**config.mk**
```make
export PLATFORM = sky130hd
export DESIGN_NAME = table_linear_interpolator_flat
export DESIGN_NICKNAME = d
export VERILOG_FILES = /design/src/rtl/core/tli_pkg.sv /design/src/rtl/core/tli_req_if.sv /design/src/rtl/core/tli_rsp_if.sv /design/src/rtl/core/tli_cfg_if.sv /design/src/rtl/core/table_linear_interpolator.sv /design/src/flat_wrapper.sv
export SDC_FILE = /design/constraint.sdc
export NUM_CORES = 2
export LEC_CHECK = 0
export BUFFER_PORTS_ARGS = -buffer_cell sky130_fd_sc_hd__buf_2
export CAP_MARGIN = 5
export CORE_MARGIN = 4
export CORE_UTILIZATION = 29
export DETAILED_ROUTE_END_ITERATION = 8
export GPL_TIMING_DRIVEN = 0
export PLACE_DENSITY = 0.5
export SYNTH_ARGS = -nofsm -noshare
export SYNTH_HDL_FRONTEND = slang
export SYNTH_SLANG_ARGS = --single-unit
```
**constraint.sdc**
```tcl
create_clock -name clk -period 9.2 [get_ports clk]
set_clock_uncertainty 0.15 [all_clocks]
set_input_delay 0 -clock clk [delete_from_list [all_inputs] [get_ports clk]]
set_output_delay 0 -clock clk [all_outputs]
set_load 0.01 [all_outputs]
```
**src/rtl/core/tli_pkg.sv**
```systemverilog
`default_nettype none

package tli_pkg;

    localparam int TABLE_DEPTH = 64;
    localparam int ADDR_W      = $clog2(TABLE_DEPTH);

    localparam int OP_W        = 1;
    localparam int ENTRY_W     = 6;
    localparam int VAL_W       = 16;
    localparam int IDX_W       = 16;
    localparam int SIZE_W      = 7;

    localparam int CFG_IDX_W   = 1;
    localparam int CFG_DATA_W  = 16;

    // Shared serial divider: 32-bit dividend and 17-bit divisor.
    localparam int DIV_W       = 2 * VAL_W;
    localparam int DSR_W       = IDX_W + 1;
    localparam int DIV_CNT_W   = $clog2(DIV_W + 1);

    localparam logic [OP_W-1:0] OP_WRITE = 1'b0;
    localparam logic [OP_W-1:0] OP_QUERY = 1'b1;

    localparam logic [CFG_IDX_W-1:0] REG_IDX_LIMIT  = 1'b0;
    localparam logic [CFG_IDX_W-1:0] REG_TABLE_SIZE = 1'b1;

    localparam logic [IDX_W-1:0]  IDX_LIMIT_RST  = 16'hFFFF;
    localparam logic [SIZE_W-1:0] TABLE_SIZE_RST = 7'd64;

    typedef enum logic [3:0] {
        S_IDLE,
        S_END,
        S_MUL_SEG,
        S_DIV_SEG,
        S_MUL_X0,
        S_DIV_X0,
        S_MUL_X1,
        S_DIV_X1,
        S_RD_Y1,
        S_MUL_N,
        S_DIV_Q,
        S_FINISH,
        S_DONE
    } state_t;

endpackage

`default_nettype wire

```
**src/rtl/core/tli_req_if.sv**
```systemverilog
`default_nettype none

interface tli_req_if;
    import tli_pkg::*;

    logic               valid;
    logic               ready;
    logic [OP_W-1:0]    op;
    logic [ENTRY_W-1:0] entry_addr;
    logic [VAL_W-1:0]   entry_value;
    logic [IDX_W-1:0]   query_index;

    modport source (output valid, output op, output entry_addr, output entry_value,
                    output query_index, input ready);
    modport sink   (input valid, input op, input entry_addr, input entry_value,
                    input query_index, output ready);
endinterface

`default_nettype wire

```
**src/rtl/core/tli_rsp_if.sv**
```systemverilog
`default_nettype none

interface tli_rsp_if;
    import tli_pkg::*;

    logic             valid;
    logic             ready;
    logic [VAL_W-1:0] value;

    modport source (output valid, output value, input ready);
    modport sink   (input valid, input value, output ready);
endinterface

`default_nettype wire

```
**src/rtl/core/tli_cfg_if.sv**
```systemverilog
`default_nettype none

interface tli_cfg_if;
    import tli_pkg::*;

    logic                  valid;
    logic                  ready;
    logic [CFG_IDX_W-1:0]  index;
    logic [CFG_DATA_W-1:0] data;

    modport source (output valid, output index, output data, input ready);
    modport sink   (input valid, input index, input data, output ready);
endinterface

`default_nettype wire

```
**src/rtl/core/table_linear_interpolator.sv**
```systemverilog
// Linear-interpolating lookup table. Write items (op 0) store a 16-bit sample in a
// 64-entry synchronous RAM; they produce no result. Query items (op 1) return one
// interpolated value. A query at index zero or above the index limit (register 0)
// reads one entry, and its result moves from the RAM read register through the
// result register to the output register. Any other query runs three divisions
// (segment, segment start, segment end) and a final scaled division through one
// shared restoring divider that retires one quotient bit per cycle. A zero-width
// segment skips the last division. The block handles one item at a time; a
// finished result waits in an output register, so the next item can be taken while
// it is still unread. Configuration is always ready and must only be written while
// the block is idle. Every table entry must be written before a query reads it.
`default_nettype none

module table_linear_interpolator (
    input  wire         clk,
    input  wire         rst_n,
    tli_req_if.sink     req,
    tli_rsp_if.source   rsp,
    tli_cfg_if.sink     cfg
);
    import tli_pkg::*;

    logic [VAL_W-1:0]  mem [TABLE_DEPTH];

    state_t            state_reg, state_next;

    logic [IDX_W-1:0]  idx_limit_reg, idx_limit_next;
    logic [SIZE_W-1:0] table_size_reg, table_size_next;

    logic [IDX_W-1:0]  x_reg, x_next;
    logic [ADDR_W-1:0] seg_reg, seg_next;
    logic [ADDR_W-1:0] nxt_reg, nxt_next;
    logic [IDX_W-1:0]  x0_reg, x0_next;
    logic [VAL_W-1:0]  y0_reg, y0_next;
    logic              neg_reg, neg_next;
    logic [VAL_W-1:0]  res_reg, res_next;

    logic              out_valid_reg, out_valid_next;
    logic [VAL_W-1:0]  out_value_reg, out_value_next;

    logic [DIV_W-1:0]     div_quo_reg, div_quo_next;
    logic [DSR_W-1:0]     div_rem_reg, div_rem_next;
    logic [DSR_W-1:0]     div_dsr_reg, div_dsr_next;
    logic [DIV_CNT_W-1:0] div_cnt_reg, div_cnt_next;

    logic [VAL_W-1:0]  rd_data_reg;
    logic              mem_we;
    logic              mem_re;
    logic [ADDR_W-1:0] mem_raddr;

    logic              req_fire;
    logic [SIZE_W-1:0] eff_size;
    logic [SIZE_W-1:0] last_wide;
    logic [ADDR_W-1:0] last;
    logic              div_last_step;

    logic [VAL_W-1:0]  mul_a;
    logic [VAL_W-1:0]  mul_b;
    logic [DIV_W-1:0]  mul_prod;

    logic [DSR_W:0]    div_trial;
    logic [DSR_W:0]    div_diff;
    logic              div_fits;

    logic [ADDR_W-1:0] seg_c;
    logic [VAL_W:0]    dy;
    logic [VAL_W-1:0]  dy_mag;
    logic [IDX_W-1:0]  x1_val;
    logic [VAL_W-1:0]  q16;

    assign req_fire  = req.valid && req.ready;
    assign req.ready = (state_reg == S_IDLE);
    assign cfg.ready = 1'b1;
    assign rsp.valid = out_valid_reg;
    assign rsp.value = out_value_reg;

    always_comb
    begin
        if (table_size_reg < SIZE_W'(2))
        begin
            eff_size = SIZE_W'(2);
        end
        else if (table_size_reg > SIZE_W'(TABLE_DEPTH))
        begin
            eff_size = SIZE_W'(TABLE_DEPTH);
        end
        else
        begin
            eff_size = table_size_reg;
        end
        last_wide = eff_size - SIZE_W'(1);
        last      = last_wide[ADDR_W-1:0];
    end

    assign mul_prod = DIV_W'(mul_a) * DIV_W'(mul_b);

    // One restoring step: shift in the next dividend bit and subtract if it fits.
    assign div_trial     = {div_rem_reg, div_quo_reg[DIV_W-1]};
    assign div_fits      = (div_trial >= {1'b0, div_dsr_reg});
    assign div_diff      = div_trial - {1'b0, div_dsr_reg};
    assign div_last_step = (div_cnt_reg == DIV_CNT_W'(1));

    assign x1_val = div_quo_reg[IDX_W-1:0];
    assign q16    = div_quo_reg[VAL_W-1:0];
    assign seg_c  = (div_quo_reg > DIV_W'(last)) ? last : div_quo_reg[ADDR_W-1:0];
    assign dy     = {1'b0, rd_data_reg} - {1'b0, y0_reg};
    assign dy_mag = dy[VAL_W] ? VAL_W'(-dy) : dy[VAL_W-1:0];

    always_comb
    begin
        state_next = state_reg;
        case (state_reg)
            S_IDLE:
            begin
                if (req_fire && (req.op == OP_QUERY))
                begin
                    if ((req.query_index == '0) || (req.query_index > idx_limit_reg))
                    begin
                        state_next = S_END;
                    end
                    else
                    begin
                        state_next = S_MUL_SEG;
                    end
                end
            end
            S_END:     state_next = S_DONE;
            S_MUL_SEG: state_next = S_DIV_SEG;
            S_DIV_SEG: state_next = div_last_step ? S_MUL_X0 : S_DIV_SEG;
            S_MUL_X0:  state_next = S_DIV_X0;
            S_DIV_X0:  state_next = div_last_step ? S_MUL_X1 : S_DIV_X0;
            S_MUL_X1:  state_next = S_DIV_X1;
            S_DIV_X1:  state_next = div_last_step ? S_RD_Y1 : S_DIV_X1;
            S_RD_Y1:   state_next = (x1_val <= x0_reg) ? S_DONE : S_MUL_N;
            S_MUL_N:   state_next = S_DIV_Q;
            S_DIV_Q:   state_next = div_last_step ? S_FINISH : S_DIV_Q;
            S_FINISH:  state_next = S_DONE;
            S_DONE:
            begin
                if (!out_valid_reg || rsp.ready)
                begin
                    state_next = S_IDLE;
                end
            end
            default:   state_next = S_IDLE;
        endcase
    end

    always_comb
    begin
        idx_limit_next  = idx_limit_reg;
        table_size_next = table_size_reg;
        x_next          = x_reg;
        seg_next        = seg_reg;
        nxt_next        = nxt_reg;
        x0_next         = x0_reg;
        y0_next         = y0_reg;
        neg_next        = neg_reg;
        res_next        = res_reg;
        out_valid_next  = out_valid_reg && !rsp.ready;
        out_value_next  = out_value_reg;
        div_quo_next    = div_quo_reg;
        div_rem_next    = div_rem_reg;
        div_dsr_next    = div_dsr_reg;
        div_cnt_next    = div_cnt_reg;
        mem_we          = 1'b0;
        mem_re          = 1'b0;
        mem_raddr       = '0;
        mul_a           = '0;
        mul_b           = '0;

        if (cfg.valid)
        begin
            case (cfg.index)
                REG_IDX_LIMIT:  idx_limit_next  = cfg.data[IDX_W-1:0];
                REG_TABLE_SIZE: table_size_next = cfg.data[SIZE_W-1:0];
                default:        ;
            endcase
        end

        case (state_reg)
            S_IDLE:
            begin
                if (req_fire)
                begin
                    if (req.op == OP_WRITE)
                    begin
                        mem_we = 1'b1;
                    end
                    else
                    begin
                        x_next = req.query_index;
                        if (req.query_index == '0)
                        begin
                            mem_re    = 1'b1;
                            mem_raddr = '0;
                        end
                        else if (req.query_index > idx_limit_reg)
                        begin
                            mem_re    = 1'b1;
                            mem_raddr = last;
                        end
                    end
                end
            end
            S_END:
            begin
                res_next = rd_data_reg;
            end
            S_MUL_SEG:
            begin
                mul_a        = x_reg;
                mul_b        = VAL_W'(last);
                div_quo_next = mul_prod;
                div_rem_next = '0;
                div_dsr_next = DSR_W'(idx_limit_reg) + DSR_W'(1);
                div_cnt_next = DIV_CNT_W'(DIV_W);
            end
            S_MUL_X0:
            begin
                seg_next     = seg_c;
                nxt_next     = (seg_c == last) ? last : seg_c + ADDR_W'(1);
                mul_a        = VAL_W'(seg_c);
                mul_b        = idx_limit_reg;
                div_quo_next = mul_prod;
                div_rem_next = '0;
                div_dsr_next = DSR_W'(last);
                div_cnt_next = DIV_CNT_W'(DIV_W);
            end
            S_MUL_X1:
            begin
                x0_next      = div_quo_reg[IDX_W-1:0];
                mem_re       = 1'b1;
                mem_raddr    = seg_reg;
                mul_a        = VAL_W'(nxt_reg);
                mul_b        = idx_limit_reg;
                div_quo_next = mul_prod;
                div_rem_next = '0;
                div_dsr_next = DSR_W'(last);
                div_cnt_next = DIV_CNT_W'(DIV_W);
            end
            S_RD_Y1:
            begin
                // The read data holds the segment start sample here.
                y0_next   = rd_data_reg;
                res_next  = rd_data_reg;
                mem_re    = 1'b1;
                mem_raddr = nxt_reg;
            end
            S_MUL_N:
            begin
                // Divide magnitudes and restore the sign afterward, which
                // truncates toward zero for falling segments.
                neg_next     = dy[VAL_W];
                mul_a        = x_reg - x0_reg;
                mul_b        = dy_mag;
                div_quo_next = mul_prod;
                div_rem_next = '0;
                div_dsr_next = DSR_W'(x1_val - x0_reg);
                div_cnt_next = DIV_CNT_W'(DIV_W);
            end
            S_FINISH:
            begin
                res_next = neg_reg ? (y0_reg - q16) : (y0_reg + q16);
            end
            S_DONE:
            begin
                if (!out_valid_reg || rsp.ready)
                begin
                    out_valid_next = 1'b1;
                    out_value_next = res_reg;
                end
            end
            S_DIV_SEG, S_DIV_X0, S_DIV_X1, S_DIV_Q:
            begin
                div_quo_next = {div_quo_reg[DIV_W-2:0], div_fits};
                div_rem_next = div_fits ? div_diff[DSR_W-1:0] : div_trial[DSR_W-1:0];
                div_cnt_next = div_cnt_reg - DIV_CNT_W'(1);
            end
            default:
            begin
            end
        endcase
    end

    always_ff @(posedge clk or negedge rst_n)
    begin
        if (!rst_n)
        begin
            state_reg      <= S_IDLE;
            idx_limit_reg  <= IDX_LIMIT_RST;
            table_size_reg <= TABLE_SIZE_RST;
            out_valid_reg  <= 1'b0;
            div_cnt_reg    <= '0;
        end
        else
        begin
            state_reg      <= state_next;
            idx_limit_reg  <= idx_limit_next;
            table_size_reg <= table_size_next;
            out_valid_reg  <= out_valid_next;
            div_cnt_reg    <= div_cnt_next;
        end
    end

    always_ff @(posedge clk)
    begin
        x_reg         <= x_next;
        seg_reg       <= seg_next;
        nxt_reg       <= nxt_next;
        x0_reg        <= x0_next;
        y0_reg        <= y0_next;
        neg_reg       <= neg_next;
        res_reg       <= res_next;
        out_value_reg <= out_value_next;
        div_quo_reg   <= div_quo_next;
        div_rem_reg   <= div_rem_next;
        div_dsr_reg   <= div_dsr_next;
    end

    // Sample RAM. Reads are never issued in the same cycle as a write,
    // since one item is handled at a time.
    always_ff @(posedge clk)
    begin
        if (mem_we)
        begin
            mem[req.entry_addr[ADDR_W-1:0]] <= req.entry_value;
        end
        if (mem_re)
        begin
            rd_data_reg <= mem[mem_raddr];
        end
    end

endmodule

`default_nettype wire

```
**src/flat_wrapper.sv**
```systemverilog
// flat-port wrapper written by rule: the top's interface ports become plain ports
module table_linear_interpolator_flat import tli_pkg::*;
  (clk, rst_n, req_valid, req_op, req_entry_addr, req_entry_value, req_query_index, req_ready, rsp_valid, rsp_value, rsp_ready, cfg_valid, cfg_index, cfg_data, cfg_ready);
  tli_req_if req_i ();
  tli_rsp_if rsp_i ();
  tli_cfg_if cfg_i ();
  input  wire clk;
  input  wire rst_n;
  input wire logic [$bits(req_i.valid)-1:0] req_valid;
  input wire logic [$bits(req_i.op)-1:0] req_op;
  input wire logic [$bits(req_i.entry_addr)-1:0] req_entry_addr;
  input wire logic [$bits(req_i.entry_value)-1:0] req_entry_value;
  input wire logic [$bits(req_i.query_index)-1:0] req_query_index;
  output wire logic [$bits(req_i.ready)-1:0] req_ready;
  output wire logic [$bits(rsp_i.valid)-1:0] rsp_valid;
  output wire logic [$bits(rsp_i.value)-1:0] rsp_value;
  input wire logic [$bits(rsp_i.ready)-1:0] rsp_ready;
  input wire logic [$bits(cfg_i.valid)-1:0] cfg_valid;
  input wire logic [$bits(cfg_i.index)-1:0] cfg_index;
  input wire logic [$bits(cfg_i.data)-1:0] cfg_data;
  output wire logic [$bits(cfg_i.ready)-1:0] cfg_ready;
  assign req_i.valid = req_valid;
  assign req_i.op = req_op;
  assign req_i.entry_addr = req_entry_addr;
  assign req_i.entry_value = req_entry_value;
  assign req_i.query_index = req_query_index;
  assign req_ready = req_i.ready;
  assign rsp_valid = rsp_i.valid;
  assign rsp_value = rsp_i.value;
  assign rsp_i.ready = rsp_ready;
  assign cfg_i.valid = cfg_valid;
  assign cfg_i.index = cfg_index;
  assign cfg_i.data = cfg_data;
  assign cfg_ready = cfg_i.ready;
  table_linear_interpolator u_core (.clk(clk), .rst_n(rst_n), .req(req_i), .rsp(rsp_i), .cfg(cfg_i));
endmodule
```
Yosys cells after proc, flatten, opt, wreduce, memory -nomap -nowiden
Memories as Yosys holds them, arrays and structs flattened. A register that Yosys moved wholly into a read port is not among the register bits. Index checks and enable logic that the tools add are counted.

$add $sub $neg: 11. $mul: 1. Div/mod/pow operators: 0. $lt $le $gt $ge: 6. Equality and inequality tests: 16. Shift-type cells: 0. Mux-type cells: 40. Bitwise operators: 1. Reductions and logical operators: 23.

Operators by type and width (number): 16-bit case mux with 4 select lines (1); 32-bit case mux with 2 select lines (1); 17-bit case mux with 3 select lines (1); 6-bit 2-to-1 mux (8); 16-bit case mux with 3 select lines (1); 4-bit case mux with 12 select lines (1); 17-bit case mux with 2 select lines (1); 16-bit by 16-bit subtractor with 17-bit output (2); 32-bit by 6-bit > comparator with 1-bit output (1); 16-bit by 16-bit multiplier with 32-bit output (1); 16-bit 2-to-1 mux (2); 16-bit case mux with 2 select lines (1); 16-bit subtractor (2); 4-bit equality test, second input constant (5); 18-bit by 17-bit greater-or-equal comparator with 1-bit output (1); 6-bit case mux with 3 select lines (1); 16-bit by 1-bit adder with 17-bit output, second input constant (1); 17-bit 2-to-1 mux (1); 17-bit subtractor (1); 16-bit adder (1); 4-bit by 3-bit equality test with 1-bit output, second input constant (4); 16-bit > comparator (1); 16-bit <= comparator (1); 16-bit zero test (1); other kinds (28) (57).

Register bits after elaboration: 193. Bits in latches: 0. Bits in writable memories: 1024. ROM bits: 0. Input bits: 61. Output and inout bits: 19. Word-level logic and storage cells: 115. Memories: 1.

Memory list: u_core.mem (words 64, width 16, rd ports 1, clocked after memory_dff 1, wr ports 1, line table_linear_interpolator.sv:23) `logic [VAL_W-1:0] mem [TABLE_DEPTH];`.

Longest topological paths before layout
Depth after elaboration: 9. Gate-level depth with buffers: 41. Gate-level depth less buffers: 39.

Least setup slack after synthesis
OpenSTA, ideal clock, no wires.

Kind: flip-flop to flip-flop. Start point: register u_core.table_size_reg[4]. End point: register u_core.div_quo_reg[30] (data pin). Setup time: 0.265 ns. Arrival time: 9.057 ns. Data required time: 8.785 ns. Slack: -0.272 ns. Cell stages (with the launch flop): 39. Buffers on the path: 2. Period minus slack after synthesis: 9.472 ns. Cell sequence: dfrtp_1 > nor3_1 > and2_1 > or3b_2 > clkbuf_1 > ha_1 > xnor2_1 > clkinv_1 > ha_1 > o21a_1 > o21ai_0 > a21oi_1 > a21oi_1 > o21ai_2 > mux2i_1 > o21a_1 > clkbuf_1 > inv_2 > (+3 left out) > inv_1 > ha_1 > fa_1 > ha_1 > inv_1 > fa_1 > inv_1 > ha_1 > and3_1 > a2111oi_1 > o22ai_1 > a221oi_1 > o21ai_1 > a21oi_1 > a21oi_1 > a21oi_1 > xor2_1 > o21ai_1.

Cells in the longest elaborated chain, start to end: 9. Elaborated cells on any way between the ends: 11. Classes of those cells: add/sub (1); mul (1); order compare (3); mux (6).

Ends and longest elaborated chain: from (decl) (line table_linear_interpolator.sv:28) `logic [SIZE_W-1:0] table_size_reg, table_size_next;`; from (signal assigned) (line table_linear_interpolator.sv:300) `table_size_reg <= table_size_next;`; 7-bit > comparator (line table_linear_interpolator.sv:83) `else if (table_size_reg > SIZE_W'(TABLE_DEPTH))`; 6-bit 2-to-1 mux (line table_linear_interpolator.sv:83); 6-bit 2-to-1 mux * (line table_linear_interpolator.sv:79) `if (table_size_reg < SIZE_W'(2))`; 6-bit by 1-bit subtractor with 6-bit output * (line table_linear_interpolator.sv:91) `last_wide = eff_size - SIZE_W'(1);`; 32-bit by 6-bit > comparator with 1-bit output (line table_linear_interpolator.sv:105) `assign seg_c = (div_quo_reg > DIV_W'(last)) ? last : div_quo_reg[ADDR_W-1:0];`; 6-bit 2-to-1 mux (line table_linear_interpolator.sv:105); 16-bit case mux with 4 select lines (line table_linear_interpolator.sv:181) `case (state_reg)`; 16-bit by 16-bit multiplier with 32-bit output * (line table_linear_interpolator.sv:95) `assign mul_prod = DIV_W'(mul_a) * DIV_W'(mul_b);`; 32-bit case mux with 2 select lines * (line table_linear_interpolator.sv:181); named net u_core.div_quo_next[30] (line table_linear_interpolator.sv:41) `logic [DIV_W-1:0] div_quo_reg, div_quo_next;`; to (signal assigned) (line table_linear_interpolator.sv:316) `div_quo_reg <= div_quo_next;`; to (decl) (line table_linear_interpolator.sv:41).

The timed path passes the listed nets; every way through them passes the cells marked *. A chain may end at the register's enable or synchronous reset.

Final worst setup path
Start point: register u_core.table_size_reg[1]. End point: register u_core.div_quo_reg[31] (data pin).

Same word-level chain as after synthesis.

==> report_table.html <==
<table>
<tr><th>Metric</th><th>Value</th></tr>
<tr><th colspan="2">Clocking</th></tr>
<tr><td>Root cell of the clock tree</td><td>clkbuf_16</td></tr>
<tr><td>TritonCTS clock tree</td><td>built</td></tr>
<tr><td>Clk sink count</td><td>roughly 1200</td></tr>
<tr><td>H-tree Lvls</td><td>4</td></tr>
<tr><td>Buffer depth of the longest clock path</td><td>3</td></tr>
<tr><td>Clock transition time at the flip-flop clock pins of the worst setup and hold paths</td><td>60 ps</td></tr>
<tr><td>CTS buffer count</td><td>132</td></tr>
<tr><td>Clock latency of the later-clocked register in the worst-skew pair</td><td>790 ps</td></tr>
<tr><th colspan="2">Placement</th></tr>
<tr><td>Number of cells after detailed placement</td><td>7600</td></tr>
<tr><td>Worst slack after detailed placement</td><td>-2900 ps</td></tr>
<tr><td>Estimated wirelength of the detail-placed design</td><td>142000 um</td></tr>
<tr><td>Port Buf Inserts</td><td>75</td></tr>
<tr><td>Weighted congestion at the end of routability-driven global placement</td><td>0.937</td></tr>
<tr><th colspan="2">Global routing</th></tr>
<tr><td>Number of global-route vias before repair</td><td>around 40000</td></tr>
<tr><td>Wire length of the first global-routing pass</td><td>288000 um</td></tr>
<tr><td>Total grt overflow</td><td>0</td></tr>
<tr><td>Antenna violations before repair</td><td>16</td></tr>
<tr><td>GRT Total Usage</td><td>between 10% and 20%</td></tr>
<tr><td>Pin count of the biggest net entering global routing</td><td>65</td></tr>
<tr><th colspan="2">Critical path</th></tr>
<tr><td>Category of the worst setup path capture point</td><td>flop</td></tr>
<tr><td>Arrival time of the worst setup path</td><td>9350 ps</td></tr>
<tr><td>Crit-path most repeated cell</td><td>fa_1</td></tr>
<tr><td>Worst stage delay on the critical path</td><td>580 ps</td></tr>
<tr><td>Critical path start-end classification</td><td>reg -&gt; reg</td></tr>
<tr><td>Critical path's slowest cell</td><td>fa_1</td></tr>
<tr><td>Nature of the critical path startpoint</td><td>flop</td></tr>
<tr><td>Critical register-to-register path startpoint</td><td>u_core.table_size_reg[1]</td></tr>
<tr><td>Maximum fanout encountered on the critical timing path</td><td>5</td></tr>
<tr><td>Critical path data required time</td><td>~9500 ps</td></tr>
<tr><td>First element of the critical path</td><td>u_core.table_size_reg[1]</td></tr>
<tr><th colspan="2">Logic synthesis</th></tr>
<tr><td>Largest family of logic cells by synthesized area</td><td>adder cells</td></tr>
<tr><td>Total of flip-flops plus latches after synthesis</td><td>roughly 1200</td></tr>
<tr><td>Area of the mapped netlist</td><td>~0.062 sq mm</td></tr>
<tr><td>Syn Inst Count</td><td>4629</td></tr>
<tr><td>Area share of and/or/nand/nor cells after synthesis</td><td>approximately 8.0%</td></tr>
<tr><td>Number of distinct library cell variants in the gate-level netlist after synthesis</td><td>between 90 and 100</td></tr>
<tr><td>Net count of the mapped netlist</td><td>5100</td></tr>
<tr><td>Sequential share of the synthesized area</td><td>59.5%</td></tr>
<tr><td>Most frequently used flop master after synthesis</td><td>edfxtp_1</td></tr>
<tr><td>Fraction of the mapped netlist area in adder cells</td><td>10.7%</td></tr>
<tr><td>Mean Syn Cell Area</td><td>13.4 sq um</td></tr>
<tr><td>Mux share of post-synthesis cell area</td><td>7.06%</td></tr>
<tr><td>Synthesized-area fraction occupied by xor and xnor cells</td><td>1.92%</td></tr>
<tr><td>Number of enable flip-flop cells after synthesis</td><td>1199</td></tr>
<tr><td>Area fraction in compound gates after synthesis</td><td>around 9%</td></tr>
<tr><td>Synthesis warning total</td><td>0</td></tr>
<tr><td>Post-synth ARST share</td><td>2.76%</td></tr>
<tr><th colspan="2">Layout</th></tr>
<tr><td>Layout Utilization</td><td>35.3%</td></tr>
<tr><td>Share of cells above drive strength 1</td><td>17.3%</td></tr>
<tr><td>Nets</td><td>around 5600</td></tr>
<tr><td>Syn-to-layout area delta</td><td>20.8%</td></tr>
<tr><td>Number of non-filler instances in the completed layout</td><td>between 8000 and 9000</td></tr>
<tr><td>Filler instances</td><td>approximately 20000</td></tr>
<tr><td>Number of flip-flops in the largest register</td><td>roughly 1000</td></tr>
<tr><th colspan="2">Pwr</th></tr>
<tr><td>Sw Share</td><td>39.6%</td></tr>
<tr><td>Leakage component of the power</td><td>27.0 nW</td></tr>
<tr><td>Flop pwr share</td><td>around a third</td></tr>
<tr><td>Design internal power</td><td>about 13 mW</td></tr>
<tr><td>Power per unit of standard cell area</td><td>282 mW/mm^2</td></tr>
<tr><td>Total chip power</td><td>~21 mW</td></tr>
<tr><td>Net switching component of the power</td><td>8.36 mW</td></tr>
<tr><td>Combinational cell fraction of total power</td><td>a little over two fifths</td></tr>
<tr><td>Clock power share</td><td>24.5%</td></tr>
<tr><td>Max rail drop VDD</td><td>0.242 mV</td></tr>
<tr><th colspan="2">STA</th></tr>
<tr><td>RSZ-0062 raised after global routing</td><td>yes</td></tr>
<tr><td>Slack of the critical path</td><td>193 ps</td></tr>
<tr><td>FMAX</td><td>about 110 MHz</td></tr>
<tr><td>Final clock period utilization by the worst path</td><td>a little over nine tenths</td></tr>
<tr><td>Final setup violation count</td><td>0</td></tr>
<tr><td>Count of final hold-check violations</td><td>0</td></tr>
<tr><td>Worst-case headroom to the max-slew limit</td><td>9.00%</td></tr>
<tr><td>Final-layout setup total negative slack</td><td>0 ps</td></tr>
<tr><td>Final critical path time including I/O delays and setup</td><td>9010 ps</td></tr>
<tr><td>Slew at the pin with the worst max-slew slack</td><td>1350 ps</td></tr>
<tr><td>Number of pins with negative max-slew slack in the final report</td><td>0</td></tr>
<tr><th colspan="2">Die</th></tr>
<tr><td>Initial Utilization</td><td>a little under 30%</td></tr>
<tr><td>Placement row count</td><td>169</td></tr>
<tr><td>Core area</td><td>around 0.21 sq mm</td></tr>
<tr><td>Width of the chip</td><td>470 um</td></tr>
<tr><td>Die Height</td><td>approximately 470 um</td></tr>
<tr><td>Area of the die</td><td>0.221 sq mm</td></tr>
<tr><td>Count of pins on the block boundary</td><td>80</td></tr>
<tr><th colspan="2">Worst hold path</th></tr>
<tr><td>Worst min-delay path startpoint</td><td>rsp_ready</td></tr>
<tr><td>Kind of path behind the tightest hold check</td><td>in -&gt; reg</td></tr>
<tr><th colspan="2">Route</th></tr>
<tr><td>DRC violations left</td><td>0</td></tr>
<tr><td>Aggregate routed wire length</td><td>between 200000 and 250000 um</td></tr>
<tr><td>Antenna Nets Post-Route</td><td>0</td></tr>
<tr><td>1st-pass router iterations</td><td>5</td></tr>
<tr><td>Vias per inst</td><td>5.08</td></tr>
<tr><td>Detailed router's first-iteration violation count</td><td>roughly 4200</td></tr>
<tr><td>Routed wire per std cell</td><td>25.0 um</td></tr>
<tr><td>Vias after detailed routing</td><td>a little over 40000</td></tr>
<tr><th colspan="2">Status</th></tr>
<tr><td>Result of the run</td><td>finished, final reports clean</td></tr>
<tr><th colspan="2">Job</th></tr>
<tr><td>Count of max-cap constraint violations</td><td>0</td></tr>
</table>
[per-stage QoR]
| stage | instance area, sq um | hold slack, ps |
|---|---|---|
| 2_1_floorplan | 62000 | -446 |
| 4_1_cts | 74100 | 11.5 |
| 6_report | 74900 | 73.2 |
| 5_1_grt | 74900 | 47.1 |
| 3_3_place_gp | 65900 | 34.3 |
| 3_5_place_dp | 67600 | 37.5 |
[cell families (layout without fill, tap and decap cells)]
family                     Yosys count  in the layout
AOI/OAI and AO/OA                  835            836
xor gates and xnor gates           136            136
adders and majority gates          410            410
buffers and inverters              571           1155
DFF                               1233           1233
muxes                              316            316
other                                1             11
and+or+nand+nor                   1127           1127
[Yosys cell counts (25+ instances only)]
cell type | number | area, sq um
a21oi_1 | 209 | 1050
edfxtp_1 | 1199 | 36000
xnor2_1 | 101 | 885
nor3_1 | 42 | 210
o22ai_1 | 61 | 382
nand2b_1 | 25 | 156
o21ai_0 | 119 | 596
inv_1 | 356 | 1340
nor2b_1 | 28 | 175
ha_1 | 211 | 2640
nand3_1 | 74 | 370
nand2_1 | 544 | 2040
a311oi_1 | 31 | 272
a22oi_1 | 130 | 976
fa_1 | 199 | 3980
mux2i_1 | 209 | 2090
a22o_1 | 29 | 254
nor2_1 | 273 | 1020
clkbuf_1 | 114 | 428
and3_1 | 32 | 200
a21o_1 | 37 | 278
buf_2 | 49 | 245
xor2_1 | 35 | 307
a211oi_1 | 43 | 323
mux4_2 | 96 | 2160
o221ai_1 | 26 | 228
[metal layers]
layer | track usage, % | vias to the layer above | share of wire [%]
met5 | 0 | - | 0.0055
met4 | 5.39 | 2 | 3.2
met3 | 3.23 | 312 | 7.0
met2 | 28.6 | 1513 | 47
met1 | 24.3 | 20946 | 43
li1 | - | 18078 | -
[worst max-delay path, delay by kind of cell (launching register included)]
| family | cells | cell delay (ps) |
|---|---|---|
| buffers and inverters | 5 | 530 |
| xor gates and xnor gates | 1 | 220 |
| DFF | 1 | 420 |
| adders and majority gates | 9 | 3770 |
| AOI/OAI and AO/OA | 12 | 2150 |
| and+or+nand+nor | 8 | 1200 |
| muxes | 1 | 290 |
[power by group through the flow]
| stage | clock, mW | combinational (mW) | sequential (mW) |
|---|---|---|---|
| 6_report | 5.18 | 8.91 | 7.01 |
| 5_1_grt | 5.54 | 9.58 | 7.05 |
| 4_1_cts | 5.29 | 8.62 | 7.01 |
| 3_5_place_dp | 0 | 7.93 | 7.12 |
| 3_3_place_gp | 0 | 7.82 | 7.14 |
| 2_1_floorplan | 0 | 5.02 | 7.01 |
[what timing repair did]
item | 4_1_cts | 5_1_grt
setup buffers | 68 | 34
cloned | 1 | 0
pin swaps | 37 | 38
endpoints found under the setup margin | 26 | 14
hold buffers | 100 | 0
gates resized for setup | 167 | 94
hold endpoints to repair | 1143 | 0
[worst paths after layout]
kind	end	cells after the start	slack (ps)
worst max register to register	u_core.div_quo_reg[31]	36	190
worst max-delay path	u_core.div_quo_reg[31]	36	190
max in group asynchronous	u_core.table_size_reg[1]	4	8130
worst min-delay path	u_core.rsp.valid	4	70
worst min register to register	u_core.rsp.value[13]	0	250
min in group asynchronous	u_core.div_cnt_reg[2]	4	570
[cells in the final DEF (no fill, tap or decap), types with 72 or more instances in the layout]
cell type,instances
a21oi_1,197
mux4_2,96
edfxtp_1,1199
nand3_1,72
nand2_1,543
clkbuf_16,133
buf_2,119
inv_1,349
buf_4,110
dlygate4sd3_1,99
fa_1,196
xnor2_1,90
clkbuf_1,119
ha_1,192
a22oi_1,123
o21ai_0,111
mux2i_1,204
nor2_1,204
[layout make-up]
type / instances / area, sq um / share of cell area (%)
multi-input cells: 2826 / 24000 / 32.1
repair buffers: 355 / 3800 / 5.08
clock inverters: 71 / 722 / 0.964
clock buffers: 169 / 3480 / 4.65
flip-flops and latches: 1233 / 36900 / 49.2
plain buffers: 202 / 1100 / 1.47
well taps: 2821 / 3530 / 4.71
inverters: 358 / 1360 / 1.81
diodes: 10 / 25.0 / 0.0334
Note: power is estimated with default switching activity, not from simulation.
